`config.mk`:
```
export PLATFORM = sky130hd
export DESIGN_NAME = lbmc_cfg
export DESIGN_NICKNAME = d
export VERILOG_FILES = /design/src/hdl/lbmc_pkg.sv /design/src/hdl/lbmc_cfg.sv
export SDC_FILE = /design/constraint.sdc
export NUM_CORES = 1
export LEC_CHECK = 0
export BUFFER_PORTS_ARGS = -buffer_cell sky130_fd_sc_hd__buf_4
export CAP_MARGIN = 5
export CORE_MARGIN = 4
export CORE_UTILIZATION = 50
export DETAILED_ROUTE_END_ITERATION = 10
export HOLD_SLACK_MARGIN = 0.08
export PLACE_DENSITY = 0.88
export SETUP_SLACK_MARGIN = 0.1
export SKIP_CTS_REPAIR_TIMING = 1
export SYNTH_ARGS = -nofsm -noshare
export SYNTH_HDL_FRONTEND = slang
export SYNTH_SLANG_ARGS = --single-unit
```
`constraint.sdc`:
```
create_clock -name clk_i -period 1.3 [get_ports clk_i]
set_input_delay 0.13 -clock clk_i [delete_from_list [all_inputs] [get_ports clk_i]]
set_output_delay 0.13 -clock clk_i [all_outputs]
set_load 0.01 [all_outputs]
```
`src/hdl/lbmc_pkg.sv`:
```
// ----------------------------------------------------------------------------
// lbmc_pkg
// types and constants of the d2q5 cardiac collision pipeline
// ----------------------------------------------------------------------------
package lbmc_pkg;

  localparam int FRAC_BITS = 30;
  localparam int NSTG      = 13;

  typedef logic [NSTG-1:0] stg_vec_t;

  // grid and stimulus windows
  localparam logic [12:0] GRID_ROWS = 13'd512;
  localparam logic [12:0] GRID_COLS = 13'd512;
  localparam logic [13:0] STEP_A_LO = 14'd1;
  localparam logic [13:0] STEP_A_HI = 14'd11;
  localparam logic [12:0] ROW_A_HI  = 13'd20;
  localparam logic [13:0] STEP_B_LO = 14'd3800;
  localparam logic [13:0] STEP_B_HI = 14'd3830;
  localparam logic [12:0] COL_B_HI  = 13'd100;

  // fixed point constants
  localparam longint ONE_L = longint'(1) << FRAC_BITS;
  localparam logic signed [35:0] ONE36    = 36'(ONE_L);
  localparam logic signed [33:0] ONE34    = 34'(ONE_L);
  localparam logic signed [31:0] C013     = 32'((13 * ONE_L + 50) / 100);
  localparam logic signed [35:0] STIM36   = 36'((ONE_L + 5) / 10);
  localparam logic signed [65:0] RND_HALF = 66'(ONE_L >> 1);
  localparam logic signed [35:0] SAT_HI   = 36'sd2147483647;
  localparam logic signed [35:0] SAT_LO   = -36'sd2147483648;

  // constant divisors: floor(2^33 / d), divisor, half divisor
  localparam logic [31:0] R3   = 32'd2863311530;
  localparam logic [31:0] R6   = 32'd1431655765;
  localparam logic [31:0] R120 = 32'd71582788;
  localparam logic [31:0] R150 = 32'd57266230;
  localparam logic [7:0]  D3   = 8'd3;
  localparam logic [7:0]  D6   = 8'd6;
  localparam logic [7:0]  D120 = 8'd120;
  localparam logic [7:0]  D150 = 8'd150;
  localparam logic [32:0] H3   = 33'd1;
  localparam logic [32:0] H6   = 33'd3;
  localparam logic [32:0] H120 = 33'd60;
  localparam logic [32:0] H150 = 33'd75;

  // register file
  typedef enum logic {
    REG_RELAX_RATE = 1'b0,
    REG_TIME_STEP  = 1'b1
  } reg_idx_e;

  localparam logic [30:0] RELAX_RATE_RST = 31'd1651910498;
  localparam logic [30:0] TIME_STEP_RST  = 31'd107374182;

  typedef struct packed {
    logic [30:0] relax_rate;
    logic [30:0] time_step;
  } cfg_t;

  typedef struct packed {
    logic signed [31:0] dist_rest;
    logic signed [31:0] dist_pos_x;
    logic signed [31:0] dist_pos_y;
    logic signed [31:0] dist_neg_x;
    logic signed [31:0] dist_neg_y;
    logic signed [31:0] gate_in;
    logic [8:0]         row;
    logic [8:0]         col;
    logic [13:0]        step;
  } in_item_t;

  typedef struct packed {
    logic signed [31:0] post_rest;
    logic signed [31:0] post_pos_x;
    logic signed [31:0] post_pos_y;
    logic signed [31:0] post_neg_x;
    logic signed [31:0] post_neg_y;
    logic signed [31:0] gate_out;
    logic signed [31:0] potential;
  } out_item_t;

endpackage

```
`src/hdl/lbmc_cfg.sv`:
```
// ----------------------------------------------------------------------------
// lbmc_cfg
// apb register file holding the relaxation rate and the time increment
// ----------------------------------------------------------------------------
module lbmc_cfg (
  input  logic               clk_i,
  input  logic               rst_ni,
  input  logic               psel,
  input  logic               penable,
  input  logic               pwrite,
  input  logic [2:0]         paddr,
  input  logic [31:0]        pwdata,
  output logic [31:0]        prdata,
  output logic               pready,
  output lbmc_pkg::cfg_t     cfg_o
);

  lbmc_pkg::cfg_t     cfg_q;
  lbmc_pkg::cfg_t     cfg_d;
  lbmc_pkg::reg_idx_e idx;
  logic               wr_en;

  assign pready = 1'b1;
  assign idx    = lbmc_pkg::reg_idx_e'(paddr[2]);
  assign wr_en  = psel && penable && pwrite && pready;

  always_comb begin
    cfg_d = cfg_q;
    if (wr_en) begin
      case (idx)
        lbmc_pkg::REG_RELAX_RATE: cfg_d.relax_rate = pwdata[30:0];
        lbmc_pkg::REG_TIME_STEP:  cfg_d.time_step  = pwdata[30:0];
        default: cfg_d = cfg_q;
      endcase
    end
  end

  always_comb begin
    case (idx)
      lbmc_pkg::REG_RELAX_RATE: prdata = {1'b0, cfg_q.relax_rate};
      lbmc_pkg::REG_TIME_STEP:  prdata = {1'b0, cfg_q.time_step};
      default: prdata = 32'd0;
    endcase
  end

  always_ff @(posedge clk_i or negedge rst_ni) begin
    if (!rst_ni) begin
      cfg_q.relax_rate <= lbmc_pkg::RELAX_RATE_RST;
      cfg_q.time_step  <= lbmc_pkg::TIME_STEP_RST;
    end else begin
      cfg_q <= cfg_d;
    end
  end

  assign cfg_o = cfg_q;

endmodule

```
==> metrics.yaml, run 1 <==
run_status: "finished with violations"
violations: "setup timing"
worstSetupEndpointType: "primary output"
combPwrFrac_pct: 40.2
wl_um: 8885
ir_drop_mv: 1.147
synth_area_leaders: "dfrtp_1 (28%), dfstp_2 (26%), mux2_2 (24%)"
synth_area_per_cell_um2: 16.96
synth_top_area_share_pct: 28.47
drt-pass1-iter-count: 4
die_h_um: 84.16
fin_crit_sh_pct: 101.3
p_sw_share_pct: 29.36
vias: 2265
maxCapViolCount: 0
clock_sinks: 62
cp-start-kind: "flip-flop"
first_global_vias: 2118
path_max_fanout: 3
fp.dieW_um: 84.16
fin_crit_ns: 1.317
grt_pass1_wl_um: 10690
synth_area_um2: 2900
cts-root-buf: "clkbuf_8"
r2r-end: "cfg_o[20]$_DFFE_PN0P_"
ff2ff_path_depth: 2
critPathArrivalTime_ns: 1.19
cts_tree: "done"
worst_slack_ns: -0.01667
pre_cts_ws_ns: 0.1500
drive_gt1_share_pct: 80.98
cellPowerDensity_nw_per_um2: 1601
synth.largest_area_cell: "dfrtp_1"
wl_per_cell_um: 20.19
p_clk_share_pct: 22.4
synth_cells: 171
final_common_cell: "buf_4"
gp_congestion: 0.7209
io_buffers: 129
antenna_found_initial: 0
nFillCells: 248
design.core.area_um2: 5574
clock_skew_ns: 0
largest_reg_flops: 62
row_count: 27
setup_viol: 6
tns_ns: -0.04750
min_from: "penable"
final_util_pct: 87.18
stdcell_count: 440
power.total_mw: 7.782
viasPerCell: 5.148
grt_overflow: 0
p_leak_nw: 2.450
r2r_setup_slack_ns: 0.36
start_util_pct: 52.03
yosysWarnings: 0
p_sw_mw: 2.285
pwr-share-seq_pct: 37.4
yosysSeqAreaShare_pct: 54.75
drc_errors: 0
diodes: 0
final_net_count: 403
hp-class: "input port to flip-flop"
final_hold_viol_count: 0
syn2layout_area_growth_pct: 67.56
dp_cells: 366
cts_buffer_depth: 2
clk_latency_ns: 0.33
hpwl_um: 4877
synthesis.nets: 211
rsz0062_at_grt: "yes"
crit_type: "flip-flop to primary output"
hold_depth: 3
ys_ff_latch: 62
whs_endpoint: "cfg_o[54]$_DFFE_PN0P_"
pin_count: 135
layout.cells.most_common_list: "buf_4 (124), mux2_4 (50), mux2_2 (41)"
track_usage_pct: 19.03
synth_cell_types: 11
cts.clk_slew.worst_paths_ns: 0.07
htree_num_levels: 3
slew_violations: 0
drt_iter0_markers: 56
cts_buffers: 9
clock.fmax_mhz: 759.5
p_int_mw: 5.497
dieArea_um2: 7083
r2r_start: "cfg_o[20]$_DFFE_PN0P_"
grt_max_degree: 35
ant_nets: 0
critical_path_required_ns: 1.17
metrics by stage:
stage,hold WS (ns),area [um^2]
after floorplan,-0.1656,2900
after global placement,0.07367,3945
after detailed placement,0.07428,3945
after CTS,-0.2882,4145
after global routing,0.2540,4860
final,0.2415,4860
power groups by stage:
stage	sequential (mW)	combinational, mW	clock [mW]
final	2.91	3.13	1.74
after CTS	2.87	2.42	1.72
after floorplan	3.02	0.937	0
after global routing	2.95	3.32	1.87
after global placement	2.86	2.35	0
after detailed placement	2.89	2.42	0
kinds of logic after synthesis:
| kind of cell | after synthesis | synth area share, % |
|---|---|---|
| and+or+nand+nor | 2 | 1.251 |
| DFF | 62 | 54.75 |
| other | 2 | 0.2589 |
| muxes | 93 | 39.99 |
| buffers and inverters | 12 | 3.753 |
routing by layer:
| metal | track usage, % | up-vias | wire, um |
|---|---|---|---|
| met1 | 23.55 | 1138 | 3303 |
| li1 | - | 991 | - |
| met4 | 8.333 | 0 | 240 |
| met3 | 5.299 | 26 | 622 |
| met2 | 31.21 | 110 | 4718 |
| met5 | 0 | - | 0 |
worst max-delay path by stage:
stage                     startpoint                    end
6_report       cfg_o[23]$_DFFE_PN0P_             prdata[23]
3_3_place_gp                paddr[2]  cfg_o[50]$_DFFE_PN0P_
4_1_cts        cfg_o[50]$_DFFE_PN0P_             prdata[19]
2_1_floorplan               paddr[2]  cfg_o[31]$_DFFE_PN0P_
3_5_place_dp                paddr[2]  cfg_o[46]$_DFFE_PN0P_
5_1_grt        cfg_o[25]$_DFFE_PN1P_             prdata[25]
critical path, cell delays in order, from the launching register on:
cell	delay (ns)
dfrtp_1	0.43
mux2_4	0.29
buf_6	0.12
area by class of cell:
class / instances / area, um^2 / share of cell area (%)
timing repair buffer: 193 / 1703 / 35.04
sequential: 62 / 1588 / 32.67
multi-input combinational: 97 / 1279 / 26.31
clock buffer: 12 / 155.1 / 3.193
tap: 72 / 90.09 / 1.854
clock inverter: 4 / 45.04 / 0.9269
cell usage after synthesis (all sizes together):
cell type	number
nand4	1
mux2	93
buf	12
nand4b	1
dfrtp	33
conb	2
dfstp	29
No activity file was read; power rests on OpenSTA's default activity.
==> inputs of run 2 (changes only) <==
SKIP_LAST_GASP = 1   (was default)
==> run 2 against run 1 <==
The run still ends with setup timing left. Register-to-register slack better by 0.02 ns. Critical endpoint is now prdata[26]. Clock power is 2% lower. Largest power group unchanged. Sequential power hardly changed. Critical path type unchanged. Combinational power is 2% lower. Highest routed layer unchanged.
==> metrics.yaml, run 2 (synthesis gave the netlist of run 1 again) <==
fin_crit_ns: 1.317
diodes: 0
critical_path_required_ns: 1.17
vias: 2290
fin_crit_sh_pct: 101.3
htree_num_levels: 3
cts_buffer_depth: 2
grt_pass1_wl_um: 10690
setup_viol: 2
wl_um: 8712
clk_latency_ns: 0.33
cts_tree: "done"
p_leak_nw: 2.436
finalInstanceArea_um2: 4815
grt_max_degree: 35
crit_type: "flip-flop to primary output"
crit_slowest_cell: "dfstp_2"
antenna_found_initial: 0
ir_drop_mv: 1.163
cellPowerDensity_nw_per_um2: 1593
clock_sinks: 62
design.core.area_um2: 5574
drive_gt1_share_pct: 80.98
drc_errors: 0
drt-pass1-iter-count: 4
io_buffers: 129
pin_count: 135
hpwl_um: 4877
fp.dieW_um: 84.16
crit_chain: "mux2_2 -> buf_4"
dieArea_um2: 7083
clock_skew_ns: 0
cts.clk_slew.worst_paths_ns: 0.07
row_count: 27
slew_violations: 0
maxCapViolCount: 0
slowest_delay_ns: 0.57
critPathArrivalTime_ns: 1.19
start_util_pct: 52.03
final_net_count: 403
tns_ns: -0.02349
largest_reg_flops: 62
run_status: "finished with violations"
wl_per_cell_um: 19.80
violations: "setup timing"
worst_slack_ns: -0.01677
clock.fmax_mhz: 759.4
cts_buffers: 9
grt_overflow: 0
syn2layout_area_growth_pct: 66.01
first_global_vias: 2118
final_common_cell: "buf_4"
place_area_um2: 3945
hp-class: "input port to async pin"
final_hold_viol_count: 0
rsz0062_at_grt: "yes"
viasPerCell: 5.205
gp_congestion: 0.7209
die_h_um: 84.16
drt_iter0_markers: 67
track_usage_pct: 19.03
path_max_fanout: 3
cp-start-kind: "flip-flop"
layout.cells.most_common_list: "buf_4 (136), mux2_4 (50), mux2_2 (41)"
worstSetupEndpointType: "primary output"
cts-root-buf: "clkbuf_8"
ant_nets: 0
ff2ff_path_depth: 2
run 2: metrics by stage:
stage | cells | hold WS (ns) | utilization (%) | worst slack, ns | power [mW]
floorplan | 171 | -0.1656 | - | 0.2868 | 3.953
global placement | 366 | 0.07367 | 70.77 | 0.1737 | 5.207
detailed placement | 366 | 0.07428 | 70.77 | 0.1500 | 5.304
CTS | 382 | -0.2882 | 74.37 | -0.01617 | 7.011
global route | 440 | 0.2762 | 86.37 | -0.03782 | 8.023
finish | 440 | 0.2553 | 86.37 | -0.01677 | 7.671
run 2: cell type report:
type / instances / area [um^2]
clock buffers: 12 / 155.1
clock inverters: 4 / 45.04
fillers: 260 / 759.5
multi-input cells: 97 / 1279
flip-flops and latches: 62 / 1588
well taps: 72 / 90.09
repair buffers: 193 / 1658
run 2: worst max-delay path, delay by kind of cell (launching register included):
kind	cells	cell delay (ns)
DFF	1	0.57
muxes	1	0.17
buffers and inverters	1	0.11
run 2: routing by layer:
layer | GRT usage (%) | part of all wire [%]
met3 | 5.299 | 6.4
met1 | 23.55 | 37
met5 | 0 | 0
met4 | 8.333 | 3.3
met2 | 31.21 | 53
run 2: power by group:
group	internal, mW	leakage [nW]	switching [mW]
clock	0.981	0.106	0.719
combinational	1.95	1.63	1.12
sequential	2.51	0.701	0.389
total	5.45	2.44	2.23
run 2: path summary, 6_finish.rpt:
| path | start | to | slack [ns] |
|---|---|---|---|
| max in group asynchronous | rst_ni | cfg_o[56]$_DFFE_PN1P_ | 0.46 |
| min in group clk_i | penable | cfg_o[55]$_DFFE_PN0P_ | 0.27 |
| worst min register to register | cfg_o[4]$_DFFE_PN0P_ | cfg_o[4]$_DFFE_PN0P_ | 0.53 |
| worst max-delay path | cfg_o[26]$_DFFE_PN1P_ | prdata[26] | -0.02 |
| worst min-delay path | rst_ni | cfg_o[29]$_DFFE_PN0P_ | 0.26 |
| worst max register to register | cfg_o[50]$_DFFE_PN0P_ | cfg_o[50]$_DFFE_PN0P_ | 0.38 |
