[src/hdl/lbmc_pkg.sv]
// ----------------------------------------------------------------------------
// lbmc_pkg
// types and constants of the d2q5 cardiac collision pipeline
// ----------------------------------------------------------------------------
package lbmc_pkg;

  localparam int FRAC_BITS = 30;
  localparam int NSTG      = 13;

  typedef logic [NSTG-1:0] stg_vec_t;

  // grid and stimulus windows
  localparam logic [12:0] GRID_ROWS = 13'd512;
  localparam logic [12:0] GRID_COLS = 13'd512;
  localparam logic [13:0] STEP_A_LO = 14'd1;
  localparam logic [13:0] STEP_A_HI = 14'd11;
  localparam logic [12:0] ROW_A_HI  = 13'd20;
  localparam logic [13:0] STEP_B_LO = 14'd3800;
  localparam logic [13:0] STEP_B_HI = 14'd3830;
  localparam logic [12:0] COL_B_HI  = 13'd100;

  // fixed point constants
  localparam longint ONE_L = longint'(1) << FRAC_BITS;
  localparam logic signed [35:0] ONE36    = 36'(ONE_L);
  localparam logic signed [33:0] ONE34    = 34'(ONE_L);
  localparam logic signed [31:0] C013     = 32'((13 * ONE_L + 50) / 100);
  localparam logic signed [35:0] STIM36   = 36'((ONE_L + 5) / 10);
  localparam logic signed [65:0] RND_HALF = 66'(ONE_L >> 1);
  localparam logic signed [35:0] SAT_HI   = 36'sd2147483647;
  localparam logic signed [35:0] SAT_LO   = -36'sd2147483648;

  // constant divisors: floor(2^33 / d), divisor, half divisor
  localparam logic [31:0] R3   = 32'd2863311530;
  localparam logic [31:0] R6   = 32'd1431655765;
  localparam logic [31:0] R120 = 32'd71582788;
  localparam logic [31:0] R150 = 32'd57266230;
  localparam logic [7:0]  D3   = 8'd3;
  localparam logic [7:0]  D6   = 8'd6;
  localparam logic [7:0]  D120 = 8'd120;
  localparam logic [7:0]  D150 = 8'd150;
  localparam logic [32:0] H3   = 33'd1;
  localparam logic [32:0] H6   = 33'd3;
  localparam logic [32:0] H120 = 33'd60;
  localparam logic [32:0] H150 = 33'd75;

  // register file
  typedef enum logic {
    REG_RELAX_RATE = 1'b0,
    REG_TIME_STEP  = 1'b1
  } reg_idx_e;

  localparam logic [30:0] RELAX_RATE_RST = 31'd1651910498;
  localparam logic [30:0] TIME_STEP_RST  = 31'd107374182;

  typedef struct packed {
    logic [30:0] relax_rate;
    logic [30:0] time_step;
  } cfg_t;

  typedef struct packed {
    logic signed [31:0] dist_rest;
    logic signed [31:0] dist_pos_x;
    logic signed [31:0] dist_pos_y;
    logic signed [31:0] dist_neg_x;
    logic signed [31:0] dist_neg_y;
    logic signed [31:0] gate_in;
    logic [8:0]         row;
    logic [8:0]         col;
    logic [13:0]        step;
  } in_item_t;

  typedef struct packed {
    logic signed [31:0] post_rest;
    logic signed [31:0] post_pos_x;
    logic signed [31:0] post_pos_y;
    logic signed [31:0] post_neg_x;
    logic signed [31:0] post_neg_y;
    logic signed [31:0] gate_out;
    logic signed [31:0] potential;
  } out_item_t;

endpackage

[src/hdl/lbmc_flow.sv]
// ----------------------------------------------------------------------------
// lbmc_flow
// valid bits and stage enables of the collision pipeline, bubbles collapse
// ----------------------------------------------------------------------------
module lbmc_flow (
  input  logic               clk_i,
  input  logic               rst_ni,
  input  logic               in_valid_i,
  output logic               in_stall_o,
  output logic               out_valid_o,
  input  logic               out_stall_i,
  output lbmc_pkg::stg_vec_t stage_en_o
);

  lbmc_pkg::stg_vec_t valid_q;
  lbmc_pkg::stg_vec_t valid_d;
  lbmc_pkg::stg_vec_t en;

  // a stage may load when the output is not stalled or some stage from it to the output is empty
  always_comb begin
    for (int k = 0; k < lbmc_pkg::NSTG; k++) begin
      en[k] = !out_stall_i ||
              !(&(valid_q | ((lbmc_pkg::stg_vec_t'(1) << k) - lbmc_pkg::stg_vec_t'(1))));
    end
  end

  always_comb begin
    valid_d[0] = en[0] ? in_valid_i : valid_q[0];
    for (int k = 1; k < lbmc_pkg::NSTG; k++) begin
      valid_d[k] = en[k] ? valid_q[k-1] : valid_q[k];
    end
  end

  always_ff @(posedge clk_i or negedge rst_ni) begin
    if (!rst_ni) begin
      valid_q <= '0;
    end else begin
      valid_q <= valid_d;
    end
  end

  assign in_stall_o  = !en[0];
  assign out_valid_o = valid_q[lbmc_pkg::NSTG-1];
  assign stage_en_o  = en;

endmodule

[config.mk]
export PLATFORM = sky130hd
export DESIGN_NAME = lbmc_flow
export DESIGN_NICKNAME = d
export VERILOG_FILES = /design/src/hdl/lbmc_pkg.sv /design/src/hdl/lbmc_flow.sv
export SDC_FILE = /design/constraint.sdc
export NUM_CORES = 1
export LEC_CHECK = 0
export BUFFER_PORTS_ARGS = -buffer_cell sky130_fd_sc_hd__buf_4
export CAP_MARGIN = 20
export CELL_PAD_IN_SITES_DETAIL_PLACEMENT = 0
export CELL_PAD_IN_SITES_GLOBAL_PLACEMENT = 1
export CORE_AREA = 10 10 49 51
export CTS_BUF_LIST = sky130_fd_sc_hd__clkbuf_4 sky130_fd_sc_hd__clkbuf_8
export DETAILED_ROUTE_END_ITERATION = 8
export DIE_AREA = 0 0 59 61
export PLACE_DENSITY_LB_ADDON = 0.25
export SLEW_MARGIN = 10
export SYNTH_ARGS = -nofsm -noshare
export SYNTH_HDL_FRONTEND = slang
export SYNTH_SLANG_ARGS = --single-unit
[constraint.sdc]
create_clock -name clk_i -period 2.4 [get_ports clk_i]
set_clock_uncertainty 0.05 [all_clocks]
set_input_delay 0.48 -clock clk_i [delete_from_list [all_inputs] [get_ports clk_i]]
set_output_delay 0.48 -clock clk_i [all_outputs]
set_load 0.005 [all_outputs]
==> results.md, run 1 <==
Run status:
- The flow ran to the end, and the final reports show no timing, DRC or antenna violations.

Logic synthesis:
- The sequential-to-total area share from yosys stat is 0.575.
- The library cell with the highest instance count after synthesis is sky130_fd_sc_hd__dfrtp_1.
- The leading area contributor after synthesis is sky130_fd_sc_hd__dfrtp_1.
- The number of nets in the synthesized netlist is 51.
- A synthesized cell averages 12.0 um^2.
- After synthesis, the most frequently instantiated cells are 13 x sky130_fd_sc_hd__dfrtp_1, 5 x sky130_fd_sc_hd__nand2b_1, 4 x sky130_fd_sc_hd__nand2_1, 4 x sky130_fd_sc_hd__nand3_1, 3 x sky130_fd_sc_hd__nand4_1.
- The Yosys step of the flow raised 0 warnings.
- The area share of the leading cell type in the synthesized netlist is 0.575.
- Counting distinct cell types in the post-synthesis netlist gives 19.
- Synthesis handed over a netlist of 47 instances.
- In this run, synthesis inferred 0 flip-flops with an integrated enable.
- Ranked by total cell area, the synthesized netlist is headed by sky130_fd_sc_hd__dfrtp_1 58%, sky130_fd_sc_hd__nand2b_1 5.5%, sky130_fd_sc_hd__buf_6 4.0%.
- The synthesized area is 566 um^2.
- The fraction of synthesis flops using an asynchronous set or reset pin is 1.00.
- The flop and latch count out of synthesis is 13.
- The most used flip-flop cell after synthesis is sky130_fd_sc_hd__dfrtp_1.

Route:
- Using the TritonRoute via totals, the vias-per-cell ratio works out to 5.02.
- The average detailed-routed wire length per instance is 13.1 um.
- Summed over all layers, the routed wires come to 1100 um.
- The total iterations of the first detailed-routing run is 5.
- The initial detailed-routing violation count is 3.
- For this run, design rule violations remaining after detail routing come to 0.
- The number of nets with antenna violations after routing is 0.
- The routed layout has 422 vias.

Timing:
- The worst max-slew margin expressed relative to the limit is 0.829.
- The minimum clock period is 2.02 ns.
- The total negative slack is 0 ns.
- At the pin with the least slew margin, the transition time is 0.255 ns.
- The final count of hold timing violations is 0.
- The final worst-path cycle share is 0.844.
- Setup violations remaining at the end of the flow were counted as 0.
- Based on the critical path, the design can be clocked at up to 494 MHz.
- Setup repair after global routing left no endpoint under its margin.
- The number of pins exceeding their max-slew limit in the final report is 0.

Cells and area:
- The net count of the finished layout is 73.
- The post-route standard cell area excluding fillers is 736 um^2.
- The register name with the most flops is valid_q.
- The repair_antennas step left the layout with diodes totalling 0.
- The largest registers in the layout are valid_q x13.
- The number of flip-flops in the largest register is 13.
- The area growth from synthesis to final layout is 30.1%.
- In the final layout, the share of cells above drive strength 1 is 0.441.

Min path:
- The worst hold path endpoint is valid_q[0].
- The number of cells on the worst hold path is 2.
- The startpoint identified for the worst hold timing path is in_valid_i.
- The tightest min-delay check is of the in2reg type.

Setup path:
- The worst-case reg-to-reg path depth is 4.
- The register-to-register setup slack is 1.14 ns.
- The worst setup path is launched from a flop.
- The origin of the critical flop-to-flop path is valid_q[12].
- In this design, the largest share of critical-path delay is due to simple AND/OR/NAND/NOR gates.
- The destination of the worst register-to-register timing path is valid_q[1].
- The arrival time of data at the critical path endpoint is 1.49 ns.
- The largest fanout of any net on the critical path is 12.
- The endpoint type of the worst setup path is an output port.
- The data required time of the worst path is 1.87 ns.
- The maximum single-stage delay on the critical path is 0.39 ns.
- The category of the critical setup timing path is reg2out.
- The sum of buffers and inverters on the critical path is 2.
- The standard cell with the maximum stage delay on the critical path is sky130_fd_sc_hd__dfrtp_1.
- Traced cell by cell, the critical path runs through and4_4 -> inv_4 -> nor2_4 -> nand4_1 -> buf_4.

Run:
- Across the run, the number of max-cap violations was 0.

Power:
- Dividing total power by cell area gives a power density of 723 nW/um^2.
- The static leakage power is 0.000331 uW.
- IR analysis of the VDD net gives a maximum drop of 0.000408 V.
- The design draws 532 uW.

Global routing:
- The largest net degree at the start of global routing is 14.
- The via count of the first global-routing pass is 413.
- The global-route usage over all layers is 0.0658.
- The total congestion overflow is 0.
- The first global-routing pass estimated 1840 um of wire.
- The initial antenna violation count is 0.

Clocking:
- After clock tree synthesis, the clock-pin slew on the worst setup and hold paths is 0.08 ns.
- The clock net in this run drives a total of 13 sinks.
- In this run the deepest clock path goes through 2 buffers.
- The clock latency on the worst-skew pair is 0.27 ns.
- The count of cells resized by post-cts repair is 0.
- The deepest level of the CTS H-tree is 1.
- TritonCTS built the clock tree.
- The root buffer selected by CTS is sky130_fd_sc_hd__clkbuf_4.
- The clock buffer count from CTS is 3.

Placement:
- The sum of net half-perimeters after detailed placement is 864 um.
- After detailed placement, the total cell area comes to 698 um^2.
- The number of port buffers is 18.
- The congestion estimate from routability-driven global placement came to 0.722.

Die:
- The floorplan step defined a die boundary enclosing 3600 um^2.
- The die extent in y is 61 um.
- The effective utilization at floorplan is 0.384.
- The I/O pin count is 19.
- The overall die width is 59 um.
- The core footprint is 1470 um^2.
- The floorplan has 14 rows.
## worst max path at each step
stage	start	cells past startpoint	end	slack (ns)
after global routing	valid_q[12]	5	stage_en_o[1]	0.25
after detailed placement	out_stall_i	6	stage_en_o[1]	0.50
final	valid_q[12]	5	stage_en_o[1]	0.38
after global placement	out_stall_i	6	stage_en_o[1]	0.50
after CTS	valid_q[12]	5	stage_en_o[1]	0.35
after floorplan	out_stall_i	4	stage_en_o[0]	0.77
## layout make-up
class / instances / area [um^2]
well taps: 16 / 20.0
flip-flops and latches: 13 / 325
multi-input cells: 29 / 204
inverters: 3 / 13.8
fillers: 151 / 736
clock buffers: 3 / 22.5
clock inverters: 1 / 5.00
repair buffers: 19 / 145
## repair_timing
action,CTS,global route
hold buffers,1,0
hold endpoints to repair,13,0
buffers inserted,0,0
## cells in the final DEF (no fill, tap or decap), types with 2 or more instances in the layout
cell type,count
sky130_fd_sc_hd__a31o_2,2
sky130_fd_sc_hd__a21o_1,2
sky130_fd_sc_hd__dfrtp_1,13
sky130_fd_sc_hd__nand3_1,4
sky130_fd_sc_hd__inv_1,2
sky130_fd_sc_hd__nand4_1,3
sky130_fd_sc_hd__clkbuf_4,3
sky130_fd_sc_hd__buf_4,18
sky130_fd_sc_hd__nand2_1,4
sky130_fd_sc_hd__nand2b_1,5
## where the power goes
part | internal [uW] | leakage [uW] | switching, uW | total, uW
sequential | 249 | 0.000142 | 25.4 | 274
clock | 61.6 | 0.0000177 | 70.3 | 132
combinational | 69.4 | 0.000171 | 56.6 | 126
total | 380 | 0.000331 | 152 | 532
## kinds of logic after synthesis
| family | after synthesis | share of synthesized area |
|---|---|---|
| flip-flops | 13 | 0.575 |
| AO/OA/AOI/OAI | 5 | 0.0752 |
| AND/OR/NAND/NOR | 24 | 0.285 |
| buffers and inverters | 5 | 0.0642 |
## routing by layer
layer  part of all wire  vias to the layer above  track usage  wire length (um)
met5                  0                        -            0                 0
met1               0.51                      199       0.0813               559
met3               0.11                        0       0.0376               125
met2               0.38                       16       0.0856               420
met4                  0                        0       0.0393                 0
li1                   -                      207            -                 -
## per-stage QoR
stage               std cells   util  setup WS (ns)  hold slack [ns]
global route               84  0.500          0.251            0.336
floorplan                  47      -          0.772            0.134
detailed placement         79  0.474          0.497            0.284
CTS                        84  0.500          0.349            0.337
global placement           79  0.474          0.498            0.284
finish                     84  0.500          0.375            0.344
No activity file was read; power rests on OpenSTA's default activity.
==> run 2, diff against run 1 <==
CORE_AREA = 10 10 52 54   (was 10 10 49 51)
DIE_AREA = 0 0 62 64   (was 0 0 59 61)
clock period = 1.7 ns   (was 2.4 ns; I/O delays follow)
==> run 2 against run 1 <==
The run now ends with setup timing left. Routed wire length rose by 18%. Combinational power rose by 98%. Clock power rose by 51%. Power rose by 57%.
==> results.md, run 2 (synthesized netlist as in run 1, its figures left out) <==
Run status:
- The flow ran to the end, but the final reports show violations.
- The checks that failed: setup timing.

Timing:
- The achievable frequency is 553 MHz.
- The total negative slack is -0.536 ns (-0.536 ns).
- The minimum clock period is 1.81 ns.
- The final count of hold timing violations came to 0 (unchanged).
- The post-layout worst setup margin is -0.109 ns (-0.484 ns).
- The number of pins exceeding their max-slew limit in the final report is 0 (unchanged).
- Setup repair after global routing could not meet its margin everywhere.
- The final count of negative-setup-slack endpoints is 8 (+8).
- The worst max-slew margin expressed relative to the limit is 0.838 (+0.00901).
- The actual slew at the worst max-slew pin was 0.242 ns (-0.0132 ns).
- The final worst-path cycle share is 1.06.

Cells and area:
- The final standard cell count with taps included and fillers excluded came to 102 (+21%).
- The most common cell after layout, fill and taps aside is sky130_fd_sc_hd__buf_4.
- The net count of the finished layout is 82 (+12%).
- The flip-flop and latch area is 325 um^2 (unchanged).
- The largest registers in the layout are valid_q x13.
- The number of flip-flops in the largest register came to 13 (unchanged).
- From synthesis to final layout, the design area changed by 51.8%.
- The proportion of layout cells with a drive suffix above 1 was 0.571 (+0.130).
- The top cell types in the final layout, fill and taps aside, are 18 x sky130_fd_sc_hd__buf_4, 13 x sky130_fd_sc_hd__dfrtp_1, 8 x sky130_fd_sc_hd__buf_6, 5 x sky130_fd_sc_hd__nand2b_1, 4 x sky130_fd_sc_hd__clkbuf_4.
- The area occupied by multi-input gates was 223 um^2 (+9.2%).
- The filler cell count was 166 (+9.9%).
- The number of antenna repair diodes is 0 (unchanged).
- Counting flops per register, the top entry is valid_q.

Global routing:
- The largest net degree at the start of global routing came to 14 (unchanged).
- The total congestion overflow is 0 (unchanged).
- The global-route wire length before repair is 2120 um (+15%).
- The global-route usage over all layers was 0.0726 (+0.00680).
- The initial antenna violation count is 0 (unchanged).
- The via count of the first global-routing pass was 460 (+11%).

Setup path:
- The kind of launch point of the worst setup path is a flop.
- The largest fanout of any net on the critical path is 3 (-9).
- The origin of the critical flop-to-flop path is valid_q[8].
- The maximum single-stage delay on the critical path is 0.38 ns (about the same).
- The worst setup path is captured at an output port.
- The data required time of the worst path is 1.31 ns (-0.56 ns).
- The category of the critical setup timing path is reg2out.
- The destination of the worst register-to-register timing path is valid_q[1].
- The register-to-register setup slack is 0.38 ns (-0.76 ns).
- Following the worst setup path forward leads to its endpoint at stage_en_o[0].
- Traced cell by cell, the critical path runs through and4_4 -> inv_4 -> and4bb_4 -> inv_2 -> buf_6.
- The number of gates on the worst path with buffers counted came to 5 (unchanged).
- The sum of buffers and inverters on the critical path is 3 (+1).
- Broken down by cell family, the worst path's largest delay share belongs to simple AND/OR/NAND/NOR gates.
- The worst-case reg-to-reg path depth is 4 (unchanged).
- The standard cell with the maximum stage delay on the critical path is sky130_fd_sc_hd__dfrtp_1.
- The critical path starts at valid_q[12].
- The arrival time of data at the critical path endpoint is 1.42 ns (-0.07 ns).

Die:
- The die extent in y is 64 um (+4.9%).
- The effective utilization at floorplan came to 0.331 (-0.0532).
- The floorplan row count came to 15 (+1).
- The core footprint came to 1710 um^2 (+16%).
- The I/O pin count is 19 (unchanged).
- The area of the die came to 3970 um^2 (+10%).
- The overall die width is 62 um (+5.1%).

Route:
- The via count normalized by instance count is 4.56 (-9.3%).
- The number of nets with antenna violations after routing is 0 (unchanged).
- The routed wire length is 1310 um (+18%).
- The average detailed-routed wire length per instance is 12.8 um (-2.6%).
- The via count is 465 (+10%).
- The final routed DRC violation total was 0 (unchanged).
- The initial detailed-routing violation count is 8 (+5).
- The total iterations of the first detailed-routing run came to 4 (-1).

Placement:
- The post-placement setup slack is 0.0686 ns (-0.429 ns).
- The cell count after placement is 89 (+13%).
- The sum of net half-perimeters after detailed placement was 906 um (+4.8%).
- The final weighted congestion in routability-driven placement is 0.717 (-0.65%).
- The number of port buffers is 18 (unchanged).

Clocking:
- The maximum buffer depth of the clock tree is 2 (unchanged).
- The deepest level of the CTS H-tree is 1 (unchanged).
- The number of sinks driven by the clock tree is 13 (unchanged).
- The clock latency on the worst-skew pair came to 0.27 ns (about the same).
- The tree is rooted in a sky130_fd_sc_hd__clkbuf_4.
- The clock buffer count from CTS is 3 (unchanged).
- The CTS tree is yes.
- The clock-pin slew on the worst setup and hold paths was 0.08 ns (about the same).

Run:
- The count of maximum capacitance violations is 0 (unchanged).

Power:
- The worst IR drop on VDD is 0.000512 V (+25%).
- The static leakage power is 0.000385 uW (+16%).
- The power per cell area is 971 nW/um^2 (+34%).

Min path:
- The class of the tightest hold or removal check is in2reg.
- The number of cells on the worst hold path is 2 (unchanged).
==> run 2: cell types whose count changed in the layout (fill, tap and decap cells not counted), sizes merged <==
cell / change
buf: +8
clkbuf: +1
nor2: +1
clkinv: -1
==> run 2: power by group <==
group	leakage, uW	switching (uW)	internal [uW]
logic	0.000224	103	146
registers	0.000142	32.8	351
clock network	0.0000184	92.8	107
total	0.000385	229	604
==> run 2: metrics by stage <==
step,utilization,instance area (um^2),hold WS (ns),total power [uW]
6_report,0.503,858,0.213,833
5_1_grt,0.503,858,0.207,896
4_1_cts,0.489,836,0.205,835
3_5_place_dp,0.420,717,0.144,585
3_3_place_gp,0.420,717,0.147,584
2_1_floorplan,-,566,-0.00559,492
==> run 2: metal layers <==
layer / vias to the layer above / track usage / routed length (um)
li1: 225 / - / -
met1: 223 / 0.0731 / 543
met4: 0 / 0.0168 / 12
met3: 2 / 0.0593 / 146
met2: 15 / 0.113 / 604
met5: - / 0 / 0
==> run 2: how the worst min path moves through the flow <==
stage                from           to  slack [ns]
2_1_floorplan      rst_ni   valid_q[0]      -0.006
6_report       in_valid_i   valid_q[0]        0.21
3_3_place_gp       rst_ni  valid_q[12]        0.15
4_1_cts        in_valid_i   valid_q[0]        0.20
5_1_grt        in_valid_i   valid_q[0]        0.21
3_5_place_dp       rst_ni  valid_q[12]        0.14
==> run 2: cell type report <==
cell class,instances,area share
multi-input cells,30,0.259
flip-flops and latches,13,0.379
inverters,3,0.0160
well taps,25,0.0364
repair buffers,27,0.274
clock buffers,4,0.0350
==> run 2: repair_timing <==
| action | in CTS | in global routing |
|---|---|---|
| resized for setup | 13 | 0 |
| cloned | 1 | 0 |
| endpoints found under the setup margin | 8 | 10 |
| setup buffers | 4 | 4 |
| endpoints found under the hold margin | 13 | 0 |
| hold buffers | 1 | 0 |
| pin swaps | 7 | 5 |
